===== src/hdl/sph_p6_pkg.sv =====
// ----------------------------------------------------------------------------
// sph_p6_pkg
// Shared types, constants and saturation helper for the poly6 kernel core.
// ----------------------------------------------------------------------------
package sph_p6_pkg;

   localparam int unsigned DISP_W      = 32;
   localparam int unsigned OUT_W       = 48;
   localparam int unsigned KVAL_W      = 47;
   localparam int unsigned CSR_IDX_W   = 8;
   localparam int unsigned CSR_DATA_W  = 48;
   localparam int unsigned IN_TDATA_W  = 96;
   localparam int unsigned OUT_TDATA_W = 296;
   localparam int unsigned Q30         = 30;

   localparam logic [CSR_IDX_W-1:0] REG_RADIUS_SQ     = 8'd0;
   localparam logic [CSR_IDX_W-1:0] REG_INV_RADIUS_SQ = 8'd1;
   localparam logic [CSR_IDX_W-1:0] REG_COEF_VALUE    = 8'd2;
   localparam logic [CSR_IDX_W-1:0] REG_COEF_DERIV    = 8'd3;

   localparam logic [32:0] ONE_Q30   = 33'h0_4000_0000;
   localparam logic [47:0] POS_LIMIT = 48'h7FFF_FFFF_FFFF;
   localparam logic [47:0] NEG_LIMIT = 48'h8000_0000_0000;

   typedef struct packed {
      logic [2:0][31:0] mag;
      logic [2:0]       neg;
      logic [63:0]      d2;
      logic             in_rad;
   } sph_entry_type;

   typedef struct packed {
      logic full;
      logic empty;
   } sph_fifo_status_type;

   typedef struct packed {
      logic [30:0] x2;
      logic [30:0] x3;
      logic [32:0] p;
      logic        m_neg;
   } sph_poly_type;

   typedef struct packed {
      logic [2:0][31:0] mag;
      logic [2:0]       neg;
      logic             in_rad;
   } sph_side_type;

   typedef struct packed {
      logic [30:0] x3;
      logic [32:0] p;
      logic        m_neg;
      logic [2:0]  neg;
      logic        in_rad;
   } sph_tail_type;

   typedef struct packed {
      logic [47:0] val;
      logic        sat;
   } sph_sat_type;

   // Clamps a shifted magnitude and applies the sign.
   function automatic sph_sat_type sat_signed(logic [127:0] v, logic neg);
      sph_sat_type r;
      logic [47:0] lim;
      logic [47:0] mag;
      lim = neg ? NEG_LIMIT : POS_LIMIT;
      if (v > {80'd0, lim}) begin
         mag   = lim;
         r.sat = 1'b1;
      end else begin
         mag   = v[47:0];
         r.sat = 1'b0;
      end
      r.val = neg ? (48'd0 - mag) : mag;
      return r;
   endfunction

endpackage


===== src/hdl/sph_p6_fifo.sv =====
// ----------------------------------------------------------------------------
// sph_p6_fifo
// Small queue that decouples the front classifier from the arithmetic back end.
// ----------------------------------------------------------------------------
module sph_p6_fifo import sph_p6_pkg::*; #(
   parameter int unsigned DEPTH = 4
) (
   input  logic                clock,
   input  logic                reset,
   input  logic                push,
   input  sph_entry_type       wr_data,
   input  logic                pop,
   output sph_entry_type       rd_data,
   output sph_fifo_status_type status
);

   localparam int unsigned PTR_W = (DEPTH > 1) ? $clog2(DEPTH) : 1;
   localparam int unsigned CNT_W = $clog2(DEPTH + 1);
   localparam logic [PTR_W-1:0] LAST = PTR_W'(DEPTH - 1);

   sph_entry_type    mem_ff [0:DEPTH-1];
   logic [PTR_W-1:0] wr_ptr_ff, rd_ptr_ff;
   logic [CNT_W-1:0] count_ff;

   assign rd_data      = mem_ff[rd_ptr_ff];
   assign status.full  = count_ff == CNT_W'(DEPTH);
   assign status.empty = count_ff == '0;

   always_ff @(posedge clock) begin
      if (reset) begin
         wr_ptr_ff <= '0;
         rd_ptr_ff <= '0;
         count_ff  <= '0;
      end else begin
         if (push) begin
            wr_ptr_ff <= (wr_ptr_ff == LAST) ? '0 : wr_ptr_ff + 1'b1;
         end
         if (pop) begin
            rd_ptr_ff <= (rd_ptr_ff == LAST) ? '0 : rd_ptr_ff + 1'b1;
         end
         if (push && !pop) begin
            count_ff <= count_ff + 1'b1;
         end else if (pop && !push) begin
            count_ff <= count_ff - 1'b1;
         end
      end
      if (push) begin
         mem_ff[wr_ptr_ff] <= wr_data;
      end
   end

endmodule


===== config.mk =====
export PLATFORM = sky130hd
export DESIGN_NAME = sph_p6_fifo
export DESIGN_NICKNAME = d
export VERILOG_FILES = /design/src/hdl/sph_p6_pkg.sv /design/src/hdl/sph_p6_fifo.sv
export SDC_FILE = /design/constraint.sdc
export NUM_CORES = 1
export LEC_CHECK = 0
export BUFFER_PORTS_ARGS = -buffer_cell sky130_fd_sc_hd__buf_2
export CAP_MARGIN = 20
export CORE_ASPECT_RATIO = 0.5
export CORE_MARGIN = 2
export CORE_UTILIZATION = 45
export DETAILED_ROUTE_END_ITERATION = 6
export GPL_TIMING_DRIVEN = 0
export HOLD_SLACK_MARGIN = 0.1
export PLACE_DENSITY = 0.71
export SLEW_MARGIN = 25
export SYNTH_ARGS = -nofsm -noshare
export SYNTH_HDL_FRONTEND = slang
export SYNTH_SLANG_ARGS = --single-unit

===== constraint.sdc =====
create_clock -name clock -period 4.7 [get_ports clock]
set_input_delay 0.235 -clock clock [delete_from_list [all_inputs] [get_ports clock]]
set_output_delay 0.235 -clock clock [all_outputs]
set_load 0.005 [all_outputs]

[After elaboration in Yosys (flattened, before gate mapping)]
Memories as Yosys holds them, arrays and structs flattened. A register that Yosys moved wholly into a read port is not among the register bits.
Index checks and enable logic that the tools add are counted.
Word-level totals
  flip-flop bits (word level): 7
  memory bits (writable): 656
  memories: 1
Cells by class
  add/subtract/negate cells: 4
  equal/unequal tests: 3
  muxes and demuxes: 8
  reduce and logical (&&, ||, !) cells: 6
Memory list
  mem_ff: depth 4, width 164, rd ports 1, clocked after memory_dff 1, write ports 1, line sph_p6_fifo.sv:21  | sph_entry_type mem_ff [0:DEPTH-1];
Operator list (count)
  $mux 2: 4
  $mux 3: 2
  $add 2x1->2 const B: 2
  $eq 2x2->1 const B: 2
  $add 3x1->3 const B: 1
  $eq 3x3->1 const B: 1
  $logic_not 3->1: 1
  $sub 3x1->3 const B: 1
  $logic_and 1x1->1: 2
  $logic_not 1->1: 2
  $mux 1: 2
  $reduce_bool 2->1: 1

[Longest topological paths before layout]
  depth in word-level cells: 4
  depth in mapped cells: 7
  mapped depth without buffers: 7

[Least setup slack after synthesis]
Ideal clock, no wire load.
  path kind: register to register
  start: reg wr_ptr_ff[0]
  end: mem mem_ff[0][0] (netlist bit) (enable)
  setup time: 0.543 ns
  arrival: 4.285 ns
  data required time: 4.157 ns
  slack: -0.128 ns
  cell stages (with the launch flop): 4
  period minus slack after synthesis: 4.828 ns
  path through: dfxtp_1 -> inv_1 -> ha_1 -> and2_1
RTL lines
  start, declared: line sph_p6_fifo.sv:22  | logic [PTR_W-1:0] wr_ptr_ff, rd_ptr_ff;
  start signal, assigned: line sph_p6_fifo.sv:36  | wr_ptr_ff <= (wr_ptr_ff == LAST) ? '0 : wr_ptr_ff + 1'b1;
  end, declared: line sph_p6_fifo.sv:21
Straight into the memory's write port.

==> results.cfg <==
[worst_setup_path]
timing.critical_path.buf_inv = 3
cp.required_ps = 4470
critPathKind = register to primary output
crit_path_start_kind = register
critPathMaxStageDelay_ps = 620
crit_slowest_cell = clkbuf_1
crit_fanout = 10
path_cells = clkbuf_1 > buf_2 > mux4_2 > buf_2
cp_top_family = buffers and inverters
crit_top_cell = buf_2
end_kind = primary output
arrival_ps = 2480

[sta]
min_period_ps = 2710
tns_ps = 0
timing.fmax_mhz = 369
hold_slack_ps = 396
hold_viol_final = 0
maxSlewHeadroom_pct = 45.1
finalClockSkew_ps = 10.0
finalMaxSlewViolations = 0
finalSetupViolCount = 0
rsz0062_at_grt = false
fin_crit_sh_pct = 57.7
tightest_slew_ps = 823
setup_slack_ps = 1990

[placed_design]
place_congestion = 0.733
port_buffers = 333
hpwl_um = 32000
place_area_sq_mm = 0.0270
place_ws_ps = 2600
post-place-cells = 1950

[power]
sw_frac_of_total_pct = 20.8
seq_power_share_pct = 53.7
power_frac_comb_pct = 9.3
pwr-share-clk_pct = 37.0
p_per_area_mw_per_mm2 = 418
internal_power_uw = 10100
ir_worst_vdd_mv = 0.278
p_leak_uw = 0.0104
switching_power_uw = 2650

[grt]
grt_use_met1_pct = 20.6
busiest_layer = met2
first_global_vias = 12660
grt_max_degree = 47
grt-ovfl-total = 0
use_met3_pct = 2.78
antenna_found_initial = 3
grt.total_usage_pct = 18.3
grt_pass1_wl_um = 76400
use_met2_pct = 35.0

[floorplan]
io_pins = 334
die_h_um = 168
start_util_pct = 45.9
rows = 59
core_area_sq_mm = 0.0524
die_w_um = 331
dieArea_sq_mm = 0.0555

[synth]
syn_inst = 900
synthArstFlopShare_pct = 0
synth_most_common_cell = edfxtp_1
synth_area_sq_mm = 0.0241
synth-seq-cells = 665
synth_top_area_cell = edfxtp_1
synth_enable_flop_cells = 656
synthTopCellsByArea = edfxtp_1, mux4_2, dfxtp_1
ys_top_cells_by_count = edfxtp_1, mux4_2, buf_2
synth_ff_type = edfxtp_1
synth_top_cell_area_share_pct = 81.8
yosys_warnings = 0
ys_types = 19
syn_area_per_cell_sq_um = 26.8
ys_seq_area_share_pct = 82.6
syn_nets = 1075

[clocking]
cts_tree = yes
clock_sink_count = 665
postCtsSetupBuffers = 0
clkLatencyLatePin_ps = 590
htree_levels = 2
path_clk_slew_ps = 60
cts_buffers = 57
cts-root-buf = clkbuf_16
clock_path_buffers = 3

[final_layout]
fin_cells = 2228
regArea_sq_mm = 0.0199
multi_input_area_sq_mm = 0.00395
syn_to_final_growth_pct = 27.0
final_area_sq_mm = 0.0306
fill_cells = 3630
layout.nets = 1651
layout-drive-gt1-share_pct = 41.6

[hold_path]
hold_class = input pin to register

[drt]
viasPerCell = 5.24
postRouteAntennaNets = 0
vias = 11681
wl_um = 50400
firstDrtPassIters = 5
first_iter_violations = 901
drt-wirelength-per-cell_um = 22.6
post-route-drc-count = 0

[outcome]
status = complete, no violations

[job]
max-cap-violations = 0
==> cell type report <==
| type | instances | area share [%] |
|---|---|---|
| buffer | 36 | 0.794 |
| inverter | 4 | 0.0491 |
| clock inverter | 32 | 1.20 |
| sequential | 665 | 65.0 |
| timing repair buffer | 517 | 12.1 |
| antenna | 4 | 0.0327 |
| tap | 701 | 2.87 |
| multi-input combinational | 195 | 12.9 |
| clock buffer | 74 | 5.01 |
==> sequential cells by signal (all words and copies together) (netlist names), named ones only <==
register	count
count_ff	3
rd_ptr_ff	2
wr_ptr_ff	2
mem_ff	656
==> stage by stage <==
stage                     utilization [%]  power, uW
final                                58.3      12800
after global routing                 58.3      13200
after CTS                            58.3      12900
after detailed placement             51.5       8070
after global placement               50.8       8010
after floorplan                         -       7530
==> power groups by stage <==
stage / Clock, uW / Sequential, uW / Combinational, uW
3_5_place_dp: 0 / 6990 / 1090
2_1_floorplan: 0 / 6980 / 547
5_1_grt: 5060 / 6880 / 1270
4_1_cts: 4820 / 6860 / 1210
3_3_place_gp: 0 / 7000 / 1010
6_report: 4730 / 6860 / 1190
==> metal layers <==
| metal | routed length (um) | share of wire, % |
|---|---|---|
| met5 | 0 | 0 |
| met3 | 1880 | 3.7 |
| met2 | 29300 | 58 |
| met4 | 1820 | 3.6 |
| met1 | 17500 | 35 |
==> worst paths after layout <==
check	start	end	slack, ps	cells after the start
hold / removal	wr_data[48]	mem_ff[1][48]$_DFFE_PP_	400	2
setup reg to reg	wr_ptr_ff[0]$_SDFFE_PP0P_	mem_ff[2][74]$_DFFE_PP_	2700	5
hold reg to reg	rd_ptr_ff[1]$_SDFFE_PP0P_	rd_ptr_ff[1]$_SDFFE_PP0P_	550	2
setup / recovery	register	rd_data[35]	1990	4
==> cell usage in the layout, fill, tap and decap left out <==
master,synthesis,final
o21ai_0,1,1
xor2_1,2,2
and2_4,0,4
inv_1,4,4
clkinvlp_4,0,2
buf_2,17,350
ha_1,6,6
inv_6,0,3
mux4_2,164,164
bufinv_16,0,8
nor3b_1,2,2
nor2_1,7,7
or3_1,1,1
fa_1,1,1
clkbuf_16,0,57
buf_16,0,4
mux2i_1,4,4
buf_4,11,11
edfxtp_1,656,656
clkbuf_8,0,4
clkinv_2,0,7
dlygate4sd3_1,0,168
a21oi_1,2,2
dfxtp_1,9,9
clkinv_4,0,1
clkinv_1,0,11
buf_12,0,12
clkbuf_1,2,15
diode_2,0,4
nor3_1,1,1
buf_6,6,6
==> kinds of logic after synthesis <==
family / count (synthesis) / share of synthesized area, %
adders and majority gates: 7 / 0.395
buffers and inverters: 40 / 1.07
DFF: 665 / 82.6
muxes: 168 / 15.5
and+or+nand+nor: 15 / 0.322
AOI/OAI and AO/OA: 3 / 0.0623
xor gates and xnor gates: 2 / 0.0728
==> what timing repair did <==
item / CTS / global route
gates resized for setup: 0 / 0
endpoints found under the hold margin: 665 / 0
hold buffers: 168 / 0
Note: power is estimated with default switching activity, not from simulation.
